$ cat src/gpx_pkg.sv
`default_nettype none

package gpx_pkg;

   localparam int unsigned NumRegs = 8;

   // Event codes carried in the kind field of a request beat.
   typedef enum logic [2:0] {
      KIND_CMD       = 3'd0,
      KIND_WRITE     = 3'd1,
      KIND_READ      = 3'd2,
      KIND_PINS      = 3'd3,
      KIND_RESET_PIN = 3'd4
   } kind_type;

   // Register indexes addressed by the pointer.
   localparam logic [2:0] REG_IN0   = 3'd0;
   localparam logic [2:0] REG_IN1   = 3'd1;
   localparam logic [2:0] REG_OUT0  = 3'd2;
   localparam logic [2:0] REG_OUT1  = 3'd3;
   localparam logic [2:0] REG_INV0  = 3'd4;
   localparam logic [2:0] REG_INV1  = 3'd5;
   localparam logic [2:0] REG_CONF0 = 3'd6;
   localparam logic [2:0] REG_CONF1 = 3'd7;

   localparam logic [15:0] ALL_ONES   = 16'hffff;
   localparam logic [15:0] ALL_ZEROES = 16'h0000;

   typedef struct packed {
      kind_type    kind;
      logic [7:0]  data_byte;
      logic [15:0] pin_levels;
   } item_type;

   typedef struct packed {
      logic [7:0]  read_data;
      logic        ack;
      logic        int_level;
      logic [15:0] pin_drive;
      logic [15:0] pin_output_enable;
   } result_type;

   function automatic logic [7:0] get_byte(input logic [15:0] word, input logic port);
      return port ? word[15:8] : word[7:0];
   endfunction

   function automatic logic [15:0] put_byte(input logic [15:0] word, input logic port,
                                            input logic [7:0] value);
      return port ? {value, word[7:0]} : {word[15:8], value};
   endfunction

endpackage

`default_nettype wire

$ cat src/gpx_req_if.sv
`default_nettype none

interface gpx_req_if;
   logic        valid;
   logic        ready;
   logic [2:0]  kind;
   logic [7:0]  data_byte;
   logic [15:0] pin_levels;

   modport source (output valid, output kind, output data_byte, output pin_levels,
                   input ready);
   modport sink (input valid, input kind, input data_byte, input pin_levels,
                 output ready);
endinterface

`default_nettype wire

$ cat src/gpx_rsp_if.sv
`default_nettype none

interface gpx_rsp_if;
   logic        valid;
   logic        ready;
   logic [7:0]  read_data;
   logic        ack;
   logic        int_level;
   logic [15:0] pin_drive;
   logic [15:0] pin_output_enable;

   modport source (output valid, output read_data, output ack, output int_level,
                   output pin_drive, output pin_output_enable, input ready);
   modport sink (input valid, input read_data, input ack, input int_level,
                 input pin_drive, input pin_output_enable, output ready);
endinterface

`default_nettype wire

$ cat src/gpio_expander_register_block.sv
`default_nettype none

// Register file of a 16-pin, two-port GPIO expander. Each request beat is one
// bus event (command byte, write data byte, read byte), a change of the
// external pin levels, or a falling edge on the reset pin; each request gives
// exactly one response beat with the read byte, the ack, the interrupt pin
// level (0 = asserted) and the pin drive and output enable after the event.
// A beat is registered at the input, then the register update runs as
// combinational logic and lands in the response register; a new request is
// taken every cycle (one beat per clock) as long as the response side keeps
// taking beats. The response register frees as it is read, so input and
// output stall only together when rsp_bus.ready is low.
// Pins switched to output copy their output bit into the input register.
module gpio_expander_register_block (
   input  wire logic clock,
   input  wire logic reset,
   gpx_req_if.sink   req_bus,
   gpx_rsp_if.source rsp_bus
);
   import gpx_pkg::*;

   logic       stage_valid;
   item_type   stage_item;
   logic       advance;
   result_type step_result;

   logic       rsp_valid_ff, rsp_valid_in;
   result_type rsp_data_ff;

   // Move the held beat on when the response register is empty or being read.
   assign advance = stage_valid && (!rsp_valid_ff || rsp_bus.ready);

   gpx_in_stage u_in_stage (
      .clock       (clock),
      .reset       (reset),
      .req_bus     (req_bus),
      .advance     (advance),
      .stage_valid (stage_valid),
      .stage_item  (stage_item)
   );

   gpx_core u_core (
      .clock     (clock),
      .reset     (reset),
      .step_fire (advance),
      .item      (stage_item),
      .result    (step_result)
   );

   // Hold the response until taken; load a fresh one on each advance.
   always_comb begin
      rsp_valid_in = rsp_valid_ff;
      if (advance) begin
         rsp_valid_in = 1'b1;
      end else if (rsp_bus.ready) begin
         rsp_valid_in = 1'b0;
      end
   end

   always_ff @(posedge clock) begin
      if (reset) begin
         rsp_valid_ff <= 1'b0;
      end else begin
         rsp_valid_ff <= rsp_valid_in;
      end
   end

   always_ff @(posedge clock) begin
      if (advance) begin
         rsp_data_ff <= step_result;
      end
   end

   assign rsp_bus.valid             = rsp_valid_ff;
   assign rsp_bus.read_data         = rsp_data_ff.read_data;
   assign rsp_bus.ack               = rsp_data_ff.ack;
   assign rsp_bus.int_level         = rsp_data_ff.int_level;
   assign rsp_bus.pin_drive         = rsp_data_ff.pin_drive;
   assign rsp_bus.pin_output_enable = rsp_data_ff.pin_output_enable;

   drive_only_outputs: assert property (@(posedge clock) disable iff (reset)
      rsp_valid_ff |-> ((rsp_data_ff.pin_drive & ~rsp_data_ff.pin_output_enable) == ALL_ZEROES))
      else $error("pin driven while configured as input");

   read_data_needs_ack: assert property (@(posedge clock) disable iff (reset)
      (rsp_valid_ff && rsp_data_ff.read_data != 8'h00) |-> rsp_data_ff.ack)
      else $error("read data without ack");

   stalled_stage_holds: assert property (@(posedge clock) disable iff (reset)
      (stage_valid && !advance) |=> stage_valid)
      else $error("held request beat lost");

endmodule

`default_nettype wire

$ cat src/gpx_in_stage.sv
`default_nettype none

module gpx_in_stage (
   input  wire logic         clock,
   input  wire logic         reset,
   gpx_req_if.sink           req_bus,
   input  wire logic         advance,
   output logic              stage_valid,
   output gpx_pkg::item_type stage_item
);
   import gpx_pkg::*;

   logic     valid_ff;
   logic     valid_in;
   item_type item_ff;
   logic     take;

   // Take a new beat when empty or when the held one moves on.
   assign req_bus.ready = !valid_ff || advance;
   assign take          = req_bus.valid && req_bus.ready;

   always_comb begin
      valid_in = valid_ff;
      if (take) begin
         valid_in = 1'b1;
      end else if (advance) begin
         valid_in = 1'b0;
      end
   end

   always_ff @(posedge clock) begin
      if (reset) begin
         valid_ff <= 1'b0;
      end else begin
         valid_ff <= valid_in;
      end
   end

   always_ff @(posedge clock) begin
      if (take) begin
         item_ff.kind       <= kind_type'(req_bus.kind);
         item_ff.data_byte  <= req_bus.data_byte;
         item_ff.pin_levels <= req_bus.pin_levels;
      end
   end

   assign stage_valid = valid_ff;
   assign stage_item  = item_ff;

endmodule

`default_nettype wire

$ cat src/gpx_core.sv
`default_nettype none

module gpx_core (
   input  wire logic           clock,
   input  wire logic           reset,
   input  wire logic           step_fire,
   input  gpx_pkg::item_type   item,
   output gpx_pkg::result_type result
);
   import gpx_pkg::*;

   logic [15:0] inp_ff, inp_in;
   logic [15:0] outp_ff, outp_in;
   logic [15:0] inv_ff, inv_in;
   logic [15:0] conf_ff, conf_in;
   logic [7:0]  ptr_ff, ptr_in;
   logic        stopped_ff, stopped_in;
   logic        int_level_ff, int_level_in;
   logic        int_port_ff, int_port_in;
   logic [15:0] saved_ff, saved_in;
   logic [15:0] ext_ff, ext_in;

   logic        reg_known;
   logic        port;
   logic [7:0]  reg_rd;
   logic [7:0]  chg_byte;
   logic [7:0]  outs;
   logic [7:0]  to_in;
   logic [7:0]  to_out;
   logic [7:0]  in_byte;
   logic [15:0] pin_chg;
   logic        check;
   logic [7:0]  rd;
   logic        ack;

   assign reg_known = (ptr_ff[7:3] == 5'd0);
   assign port      = ptr_ff[0];

   always_comb begin
      case (ptr_ff[2:0])
         REG_IN0:   reg_rd = inp_ff[7:0];
         REG_IN1:   reg_rd = inp_ff[15:8];
         REG_OUT0:  reg_rd = outp_ff[7:0];
         REG_OUT1:  reg_rd = outp_ff[15:8];
         REG_INV0:  reg_rd = inv_ff[7:0];
         REG_INV1:  reg_rd = inv_ff[15:8];
         REG_CONF0: reg_rd = conf_ff[7:0];
         REG_CONF1: reg_rd = conf_ff[15:8];
         default:   reg_rd = 8'h00;
      endcase
   end

   always_comb begin
      inp_in       = inp_ff;
      outp_in      = outp_ff;
      inv_in       = inv_ff;
      conf_in      = conf_ff;
      ptr_in       = ptr_ff;
      stopped_in   = stopped_ff;
      int_level_in = int_level_ff;
      int_port_in  = int_port_ff;
      saved_in     = saved_ff;
      ext_in       = ext_ff;
      chg_byte     = reg_rd ^ item.data_byte;
      outs         = chg_byte & ~get_byte(conf_ff, port);
      to_in        = chg_byte & item.data_byte;
      to_out       = chg_byte & ~item.data_byte;
      in_byte      = get_byte(inp_ff, port);
      pin_chg      = (item.pin_levels ^ ext_ff) & conf_ff;
      check        = 1'b0;
      rd           = 8'h00;
      ack          = 1'b0;

      case (item.kind)
         KIND_CMD: begin
            ptr_in     = item.data_byte;
            stopped_in = (item.data_byte[7:3] != 5'd0);
            ack        = 1'b1;
         end
         KIND_WRITE: begin
            if (!stopped_ff) begin
               if (reg_known && (ptr_ff[2:1] != 2'b00)) begin
                  if (ptr_ff[2:0] inside {REG_OUT0, REG_OUT1}) begin
                     // Output pins whose bit changes mirror it into the input register.
                     in_byte = (in_byte & ~outs) | (item.data_byte & outs);
                     inp_in  = put_byte(inp_ff, port, in_byte);
                     outp_in = put_byte(outp_ff, port, item.data_byte);
                  end else if (ptr_ff[2:0] inside {REG_INV0, REG_INV1}) begin
                     inv_in = put_byte(inv_ff, port, item.data_byte);
                  end else begin
                     // New inputs load the pin level, new outputs the output bit.
                     in_byte = (in_byte & ~to_in) | (get_byte(ext_ff, port) & to_in);
                     in_byte = (in_byte & ~to_out) | (get_byte(outp_ff, port) & to_out);
                     inp_in  = put_byte(inp_ff, port, in_byte);
                     conf_in = put_byte(conf_ff, port, item.data_byte);
                  end
                  ptr_in = {ptr_ff[7:1], ~ptr_ff[0]};
                  ack    = 1'b1;
               end else begin
                  stopped_in = 1'b1;
               end
            end
         end
         KIND_READ: begin
            if (reg_known) begin
               rd = reg_rd;
               if (ptr_ff[2:1] == 2'b00) begin
                  if (int_port_ff == port) begin
                     int_level_in = 1'b1;
                  end
                  rd = reg_rd ^ get_byte(inv_ff, port);
               end
               ack    = 1'b1;
               ptr_in = {ptr_ff[7:1], ~ptr_ff[0]};
            end
         end
         KIND_PINS: begin
            ext_in = item.pin_levels;
            if (pin_chg != ALL_ZEROES) begin
               check = ((pin_chg & (pin_chg - 16'd1)) != ALL_ZEROES);
               if (int_level_ff) begin
                  int_level_in = 1'b0;
                  saved_in     = inp_ff;
                  int_port_in  = (pin_chg[7:0] == 8'h00);
               end else begin
                  check = 1'b1;
               end
               inp_in = (inp_ff & ~pin_chg) | (item.pin_levels & pin_chg);
               if (check && (item.pin_levels == saved_in)) begin
                  int_level_in = 1'b1;
               end
            end
         end
         KIND_RESET_PIN: begin
            inp_in       = ext_ff;
            outp_in      = ALL_ONES;
            inv_in       = ALL_ZEROES;
            conf_in      = ALL_ONES;
            int_level_in = 1'b1;
         end
         default: begin
         end
      endcase
   end

   assign result.read_data         = rd;
   assign result.ack               = ack;
   assign result.int_level         = int_level_in;
   assign result.pin_output_enable = ~conf_in;
   assign result.pin_drive         = outp_in & ~conf_in;

   always_ff @(posedge clock) begin
      if (reset) begin
         inp_ff       <= ALL_ONES;
         outp_ff      <= ALL_ONES;
         inv_ff       <= ALL_ZEROES;
         conf_ff      <= ALL_ONES;
         ptr_ff       <= 8'h00;
         stopped_ff   <= 1'b0;
         int_level_ff <= 1'b1;
         int_port_ff  <= 1'b0;
         saved_ff     <= ALL_ZEROES;
         ext_ff       <= ALL_ONES;
      end else if (step_fire) begin
         inp_ff       <= inp_in;
         outp_ff      <= outp_in;
         inv_ff       <= inv_in;
         conf_ff      <= conf_in;
         ptr_ff       <= ptr_in;
         stopped_ff   <= stopped_in;
         int_level_ff <= int_level_in;
         int_port_ff  <= int_port_in;
         saved_ff     <= saved_in;
         ext_ff       <= ext_in;
      end
   end

   cmd_sets_stop: assert property (@(posedge clock) disable iff (reset)
      (step_fire && item.kind == KIND_CMD) |=> (stopped_ff == (ptr_ff[7:3] != 5'd0)))
      else $error("stop flag disagrees with commanded pointer");

   reset_pin_defaults: assert property (@(posedge clock) disable iff (reset)
      (step_fire && item.kind == KIND_RESET_PIN) |=>
         (int_level_ff && conf_ff == ALL_ONES && inv_ff == ALL_ZEROES))
      else $error("reset pin did not restore defaults");

   idle_holds_state: assert property (@(posedge clock) disable iff (reset)
      !step_fire |=> ($stable(ptr_ff) && $stable(inp_ff) && $stable(int_level_ff)))
      else $error("state moved without a step");

endmodule

`default_nettype wire

$ cat src/flat_wrapper.sv
// flat-port wrapper written by rule: the top's interface ports become plain ports
module gpio_expander_register_block_flat import gpx_pkg::*;
  (clock, reset, req_bus_valid, req_bus_kind, req_bus_data_byte, req_bus_pin_levels, req_bus_ready, rsp_bus_valid, rsp_bus_read_data, rsp_bus_ack, rsp_bus_int_level, rsp_bus_pin_drive, rsp_bus_pin_output_enable, rsp_bus_ready);
  gpx_req_if req_bus_i ();
  gpx_rsp_if rsp_bus_i ();
  input  wire logic clock;
  input  wire logic reset;
  input wire logic [$bits(req_bus_i.valid)-1:0] req_bus_valid;
  input wire logic [$bits(req_bus_i.kind)-1:0] req_bus_kind;
  input wire logic [$bits(req_bus_i.data_byte)-1:0] req_bus_data_byte;
  input wire logic [$bits(req_bus_i.pin_levels)-1:0] req_bus_pin_levels;
  output wire logic [$bits(req_bus_i.ready)-1:0] req_bus_ready;
  output wire logic [$bits(rsp_bus_i.valid)-1:0] rsp_bus_valid;
  output wire logic [$bits(rsp_bus_i.read_data)-1:0] rsp_bus_read_data;
  output wire logic [$bits(rsp_bus_i.ack)-1:0] rsp_bus_ack;
  output wire logic [$bits(rsp_bus_i.int_level)-1:0] rsp_bus_int_level;
  output wire logic [$bits(rsp_bus_i.pin_drive)-1:0] rsp_bus_pin_drive;
  output wire logic [$bits(rsp_bus_i.pin_output_enable)-1:0] rsp_bus_pin_output_enable;
  input wire logic [$bits(rsp_bus_i.ready)-1:0] rsp_bus_ready;
  assign req_bus_i.valid = req_bus_valid;
  assign req_bus_i.kind = req_bus_kind;
  assign req_bus_i.data_byte = req_bus_data_byte;
  assign req_bus_i.pin_levels = req_bus_pin_levels;
  assign req_bus_ready = req_bus_i.ready;
  assign rsp_bus_valid = rsp_bus_i.valid;
  assign rsp_bus_read_data = rsp_bus_i.read_data;
  assign rsp_bus_ack = rsp_bus_i.ack;
  assign rsp_bus_int_level = rsp_bus_i.int_level;
  assign rsp_bus_pin_drive = rsp_bus_i.pin_drive;
  assign rsp_bus_pin_output_enable = rsp_bus_i.pin_output_enable;
  assign rsp_bus_i.ready = rsp_bus_ready;
  gpio_expander_register_block u_core (.clock(clock), .reset(reset), .req_bus(req_bus_i), .rsp_bus(rsp_bus_i));
endmodule
$ cat config.mk
export PLATFORM = sky130hd
export DESIGN_NAME = gpio_expander_register_block_flat
export DESIGN_NICKNAME = d
export VERILOG_FILES = /design/src/gpx_pkg.sv /design/src/gpx_req_if.sv /design/src/gpx_rsp_if.sv /design/src/gpio_expander_register_block.sv /design/src/gpx_in_stage.sv /design/src/gpx_core.sv /design/src/flat_wrapper.sv
export SDC_FILE = /design/constraint.sdc
export NUM_CORES = 1
export LEC_CHECK = 0
export ABC_AREA = 1
export BUFFER_PORTS_ARGS = -buffer_cell sky130_fd_sc_hd__clkbuf_2
export CAP_MARGIN = 20
export CORE_MARGIN = 1.5
export CORE_UTILIZATION = 40
export CTS_CLUSTER_DIAMETER = 200
export CTS_CLUSTER_SIZE = 10
export DETAILED_ROUTE_END_ITERATION = 7
export GPL_ROUTABILITY_DRIVEN = 0
export GPL_TIMING_DRIVEN = 0
export HOLD_SLACK_MARGIN = 0.1
export PLACE_DENSITY = 0.58
export SLEW_MARGIN = 20
export SYNTH_ARGS = -nofsm -noshare
export SYNTH_HDL_FRONTEND = slang
export SYNTH_SLANG_ARGS = --single-unit
export TNS_END_PERCENT = 1
$ cat constraint.sdc
create_clock -name clock -period 3.9 [get_ports clock]
set_input_delay 0.585 -clock clock [delete_from_list [all_inputs] [get_ports clock]]
set_output_delay 0.585 -clock clock [all_outputs]
set_load 0.05 [all_outputs]
# --- After elaboration in Yosys (flattened, before gate mapping) ---
# Index checks and enable logic that the tools add are counted.
op_classes:
  n_eq_ne: 26
  bitwise_logic: 31
  muxes: 59
  n_reduce_logical: 36
  n_addsub: 1
ops:
  columns: ["operator", "count"]
  rows:
  - ["$mux 16", 24]
  - ["$pmux 16 s2", 3]
  - ["$and 16x16->16", 5]
  - ["$and 8x8->8", 9]
  - ["$pmux 8 s8", 1]
  - ["$mux 8", 6]
  - ["$pmux 16 s3", 1]
  - ["$not 8->8", 5]
  - ["$not 16->16", 2]
  - ["$reduce_bool 16->1", 2]
  - ["$or 8x8->8", 3]
  - ["$pmux 8 s3", 1]
  - ["$mux 1", 20]
  - ["$eq 16x16->1", 1]
  - ["$ne 2x2->1 const B", 8]
  - ["$or 16x16->16", 1]
  - ["$reduce_and 8->1", 2]
  - ["$sub 16x1->16 const B", 1]
  - ["$xor 16x16->16", 1]
  - ["$xor 8x8->8", 2]
  - ["$eq 3x3->1 const B", 5]
  - ["$ne 3x3->1 const B", 5]
  - ["$reduce_and 7->1", 2]
  - ["$reduce_bool 2->1", 7]
  - ["other kinds (19)", 36]
totals:
  out_inout_bits: 44
  ff_bits: 178
  input_bits: 31

# --- Depth between registers and ports, before layout ---
logic_depth:
  word_depth: 15
  depth_mapped: 18

# --- Hierarchy ---
# A second synthesis with hierarchy kept.
unflattened:
  cells_unflattened: 1280
  area_unflattened_um2: 9715.6
modules_own_cells:
  columns: ["mod", "instances", "area_each_um2", "cells_each"]
  rows:
  - ["gpx_core", 1, 7548.5, 1199]
  - ["gpio_expander_register_block", 1, 1308.8, 48]
  - ["gpx_in_stage", 1, 858.3, 33]

# --- Least setup slack after synthesis ---
# Ideal clock, no wire load.
synth_path:
  path_kind: "input -> register"
  startpoint: "input port rsp_bus_ready"
  endpoint: "register u_core.rsp_data_ff, in the netlist u_core.rsp_bus.ack, enable pin"
  t_required_ns: 3.477
  arrival_ns: 2.325
  stages: 5
  slack_ns: 1.152
  setup_ns: 0.423
  cell_sequence: "inv_2 -> nand2_1 -> nand2_2 -> inv_2 -> buf_1"
synth_via:
  elab_chain_len: 2
synth_lines:
  columns: ["element", "line", "text"]
  rows:
  - ["start, declared", "flat_wrapper.sv:19", "input wire logic [$bits(rsp_bus_i.ready)-1:0] rsp_bus_ready;"]
  - ["$logic_or 1x1->1", "gpio_expander_register_block.sv:31", "assign advance = stage_valid && (!rsp_valid_ff || rsp_bus.ready);"]
  - ["$logic_and 1x1->1", "gpio_expander_register_block.sv:31", null]
  - ["net u_core.advance", "gpio_expander_register_block.sv:24", "logic advance;"]
  - ["end signal, assigned", "gpio_expander_register_block.sv:70", "rsp_data_ff <= step_result;"]
  - ["end, declared", "gpio_expander_register_block.sv:28", "result_type rsp_data_ff;"]
# The timed path passes the listed nets, and every way through them passes these cells.
# A chain may end at the register's enable or synchronous reset.

# --- Worst setup path after layout ---
layout_path:
  startpoint: "register u_core.u_core.ptr_ff[0]"
  endpoint: "register u_core.u_core.inp_ff[7]"
layout_via:
  elab_chain_len: 15
  word_cells_on_any_way: 43
layout_lines:
  columns: ["element", "line", "text"]
  rows:
  - ["start, declared", "gpx_core.sv:16", "logic [7:0] ptr_ff, ptr_in;"]
  - ["start signal, assigned", "gpx_core.sv:169", "ptr_ff <= ptr_in;"]
  - ["$eq 3x3->1, or another cell as far along", "gpx_core.sv:40", "case (ptr_ff[2:0])"]
  - ["$pmux 8 s8", "gpx_core.sv:40", null]
  - ["$xor 8x8->8", "gpx_core.sv:64", "chg_byte = reg_rd ^ item.data_byte;"]
  - ["$and 8x8->8", "gpx_core.sv:66", "to_in = chg_byte & item.data_byte;"]
  - ["$not 8->8", "gpx_core.sv:92", "in_byte = (in_byte & ~to_in) | (get_byte(ext_ff, port) & to_in);"]
  - ["$and 8x8->8", "gpx_core.sv:92", null]
  - ["$or 8x8->8", "gpx_core.sv:92", null]
  - ["$and 8x8->8", "gpx_core.sv:93", "in_byte = (in_byte & ~to_out) | (get_byte(outp_ff, port) & to_out);"]
  - ["$or 8x8->8", "gpx_core.sv:93", null]
  - ["$mux 16", "gpx_pkg.sv:49", "return port ? {value, word[7:0]} : {word[15:8], value};"]
  - ["$mux 16", "gpx_core.sv:88", "end else if (ptr_ff[2:0] inside {REG_INV0, REG_INV1}) begin"]
  - ["$mux 16", "gpx_core.sv:83", "if (ptr_ff[2:0] inside {REG_OUT0, REG_OUT1}) begin"]
  - ["$mux 16", "gpx_core.sv:82", "if (reg_known && (ptr_ff[2:1] != 2'b00)) begin"]
  - ["$mux 16", "gpx_core.sv:81", "if (!stopped_ff) begin"]
  - ["$pmux 16 s3", "gpx_core.sv:74", "case (item.kind)"]
  - ["end signal, assigned", "gpx_core.sv:165", "inp_ff <= inp_in;"]
  - ["end, declared", "gpx_core.sv:12", "logic [15:0] inp_ff, inp_in;"]
# Parallel ways exist; a longest one is shown, timed or not. The select of a mux whose other input is x is not followed.

==> results.yml <==
run:
  maxCapViolations: 0
timing:
  finalSetupTns_ps: 0
  finalSetupViolCount: 0
  post-route-period-util_pct: 79.5
  hold_violations: 0
  rsz0062_at_grt: "no"
  final.setup_skew_ps: 11.8
  tightest_slew_ps: 1070
  fin_crit_ps: 3100
  slew_viol_final: 0
  holdWs_ps: 310
  relSlewSlack_pct: 27.5
  max_clock_freq_mhz: 323
setup_path:
  worstPathRequired_ps: 4230
  end_kind: "flop"
  max_stage_delay_ps: 400
  crit_fanout: 10
  crit_type: "flop to flop"
  ff2ff_path_depth: 16
  path_cells: "buf_4 > nand3_1 > inv_1 > nand2_1 > o21ai_0 > a221oi_1 > o211ai_1 > ha_1 > a21oi_1 > o21ai_0 > a21oi_1 > o22ai_1 > nand2_1 > nand2_1 > a21oi_1 > o21ai_1"
  critical_path.startpoint_type: "flop"
  worstPathArrival_ps: 3430
  slowest_stage: "a221oi_1"
  r2r_setup_slack_ps: 800
global_route:
  grt_max_degree: 31
  first_global_vias: 8919
  antenna_found_initial: 0
  track_usage_pct: 28.2
  grt_overflow_total: 0
  grt_pass1_wl_um: 54500
placed_design:
  hpwl_um: 27400
  placedCellCount: 1680
  io_buffers: 74
floorplan:
  io_pins: 75
  initial_core_util_pct: 40.8
  die_height_um: 161
  core_area_um2: 24400
  die_x_um: 161
  fp-row-count: 57
  dieArea_um2: 25900
clocking:
  h-tree-depth: 4
  cts_inserted_buffers: 17
  root_buffer: "clkbuf_16"
  post_cts_buffers: 0
  hold_buffers: 0
  clock_sinks: 178
  insertion_delay_ps: 450
  cts_tree: "done"
  clkSlewWorstSetupHoldPaths_ps: 70
  cts_buffer_depth: 2
  cts_resized: 0
yosys:
  syn_nets: 1328
  ys_warn_count: 0
  yosysSeqAreaShare_pct: 42.7
  ys_types: 51
  ys_ff_latch: 178
  synthesis.area_um2: 9960
  syn_area_per_cell_um2: 7.77
  syn_inst: 1281
detailed_routing:
  routed_wl_um: 36200
  via_per_inst: 5.74
  drt_iter0_drc: 1350
  drcViolationCount: 0
  vias: 9834
  final_antenna_net_count: 0
  wire_per_inst_um: 21.1
  drt_first_pass_iters: 6
finish:
  seqCellArea_um2: 4250
  multi_input_area_um2: 4860
  area.growth.synth_to_final_pct: 14.4
  stdcell_count: 1712
  final_common_cell: "nand2_1"
  layout_common_cells: "248 x nand2_1, 133 x a21oi_1, 129 x inv_1, 120 x o21ai_0, 109 x dfxtp_1"
  drive_gt1_share_pct: 16.0
  nets: 1422
  n_antenna_cell: 0
  fillers: 2477
power_and_ir_drop:
  irDropWorstVdd_mv: 0.290
  leakage_nw: 5.14
  p_per_area_nw_per_um2: 424
worst_hold_path:
  hold_path.class: "input pin to flop"
  whs_path_depth: 1
run_status:
  outcome: "completed"
==> sequential cells by signal, indices dropped and copies added (netlist names) <==
signal / cells
u_core.u_core.inv_ff: 16
u_core.u_core.stopped_ff: 1
u_core.u_core.ext_ff: 16
u_core.rsp_bus.int_level: 1
u_core.rsp_bus.pin_drive: 16
u_core.rsp_bus.valid: 1
u_core.u_in_stage.stage_item: 27
u_core.u_core.saved_ff: 16
u_core.rsp_bus.pin_output_enable: 16
u_core.u_core.conf_ff: 16
u_core.u_core.ptr_ff: 8
u_core.u_core.outp_ff: 16
u_core.u_in_stage.stage_valid: 1
u_core.rsp_bus.ack: 1
u_core.rsp_bus.read_data: 8
u_core.u_core.int_level_ff: 1
u_core.u_core.inp_ff: 16
u_core.u_core.int_port_ff: 1
==> per-layer routing <==
layer | global-route usage [%] | routed length (um)
met1 | 39.5 | 15800
met2 | 42.5 | 15500
met3 | 4.96 | 3290
met4 | 13.0 | 1600
met5 | 0 | 0
==> Yosys cell counts (all sizes together) <==
master / number / area, um^2
nand2: 256 / 1000
a211oi: 18 / 220
a21boi: 1 / 7.51
ha: 16 / 200
clkbuf: 24 / 100
o21a: 1 / 7.51
a22oi: 16 / 120
xor2: 15 / 131
o311ai: 1 / 8.76
dfxtp: 109 / 2180
o221ai: 7 / 61.3
a32oi: 1 / 8.76
o21ai: 166 / 850
buf: 29 / 170
a221oi: 8 / 70.1
inv: 149 / 562
nor4: 4 / 25.0
nand3b: 2 / 15.0
nor2: 131 / 653
nand4: 7 / 50.1
a21oi: 138 / 717
clkinv: 2 / 12.5
nor3: 5 / 25.0
a31oi: 11 / 68.8
o211ai: 8 / 87.6
nand3: 29 / 168
o22ai: 56 / 350
edfxtp: 69 / 2070
or2: 1 / 6.26
a311oi: 1 / 8.76
==> power by group <==
group	total (mW)	internal, mW	switching (mW)	leakage [nW]
Sequential	2.13	2.03	0.101	1.55
Clock	1.90	1.04	0.857	0.311
Combinational	0.807	0.232	0.575	3.28
Total	4.84	3.30	1.53	5.14
==> critical path: cells and delay by family (launching register included) <==
family / cells / cell delay (ps)
AOI/OAI and AO/OA: 9 / 1560
and+or+nand+nor: 4 / 330
buffers and inverters: 2 / 370
adders and majority gates: 1 / 380
DFF: 1 / 330
==> path summary, 6_finish.rpt <==
kind                           startpoint                          endpoint
hold reg to reg   u_core.u_core.ptr_ff[4]           u_core.u_core.ptr_ff[4]
setup reg to reg  u_core.u_core.ptr_ff[0]           u_core.u_core.inp_ff[7]
setup / recovery  u_core.u_core.ptr_ff[0]           u_core.u_core.inp_ff[7]
hold / removal     req_bus_pin_levels[10]  u_core.u_in_stage.stage_item[10]
==> metrics by stage <==
step,power (mW),util [%],area [um^2],setup slack (ps)
floorplan,2.69,-,9960,1150
global placement,2.95,44.0,10700,54.9
detailed placement,2.95,44.1,10800,952
CTS,4.84,46.7,11400,922
global route,5.00,46.7,11400,585
finish,4.84,46.7,11400,800
==> cells by family (layout without fill, tap and decap cells) <==
logic type	after synthesis	after routing	share of synthesized area, %
buffers and inverters	204	311	8.48
xor gates and xnor gates	15	15	1.32
DFF	178	178	42.7
AOI/OAI and AO/OA	433	433	26.0
adders and majority gates	16	16	2.01
and+or+nand+nor	435	435	19.5
==> layout make-up <==
| type | count | share of cell area [%] |
|---|---|---|
| Inverter | 151 | 5.04 |
| Clock buffer | 17 | 3.73 |
| Multi-Input combinational cell | 899 | 42.7 |
| Buffer | 53 | 2.38 |
| Clock inverter | 15 | 1.88 |
| Sequential cell | 178 | 37.3 |
| Timing Repair Buffer | 75 | 3.43 |
| Tap cell | 324 | 3.56 |
No activity file was read; power rests on OpenSTA's default activity.
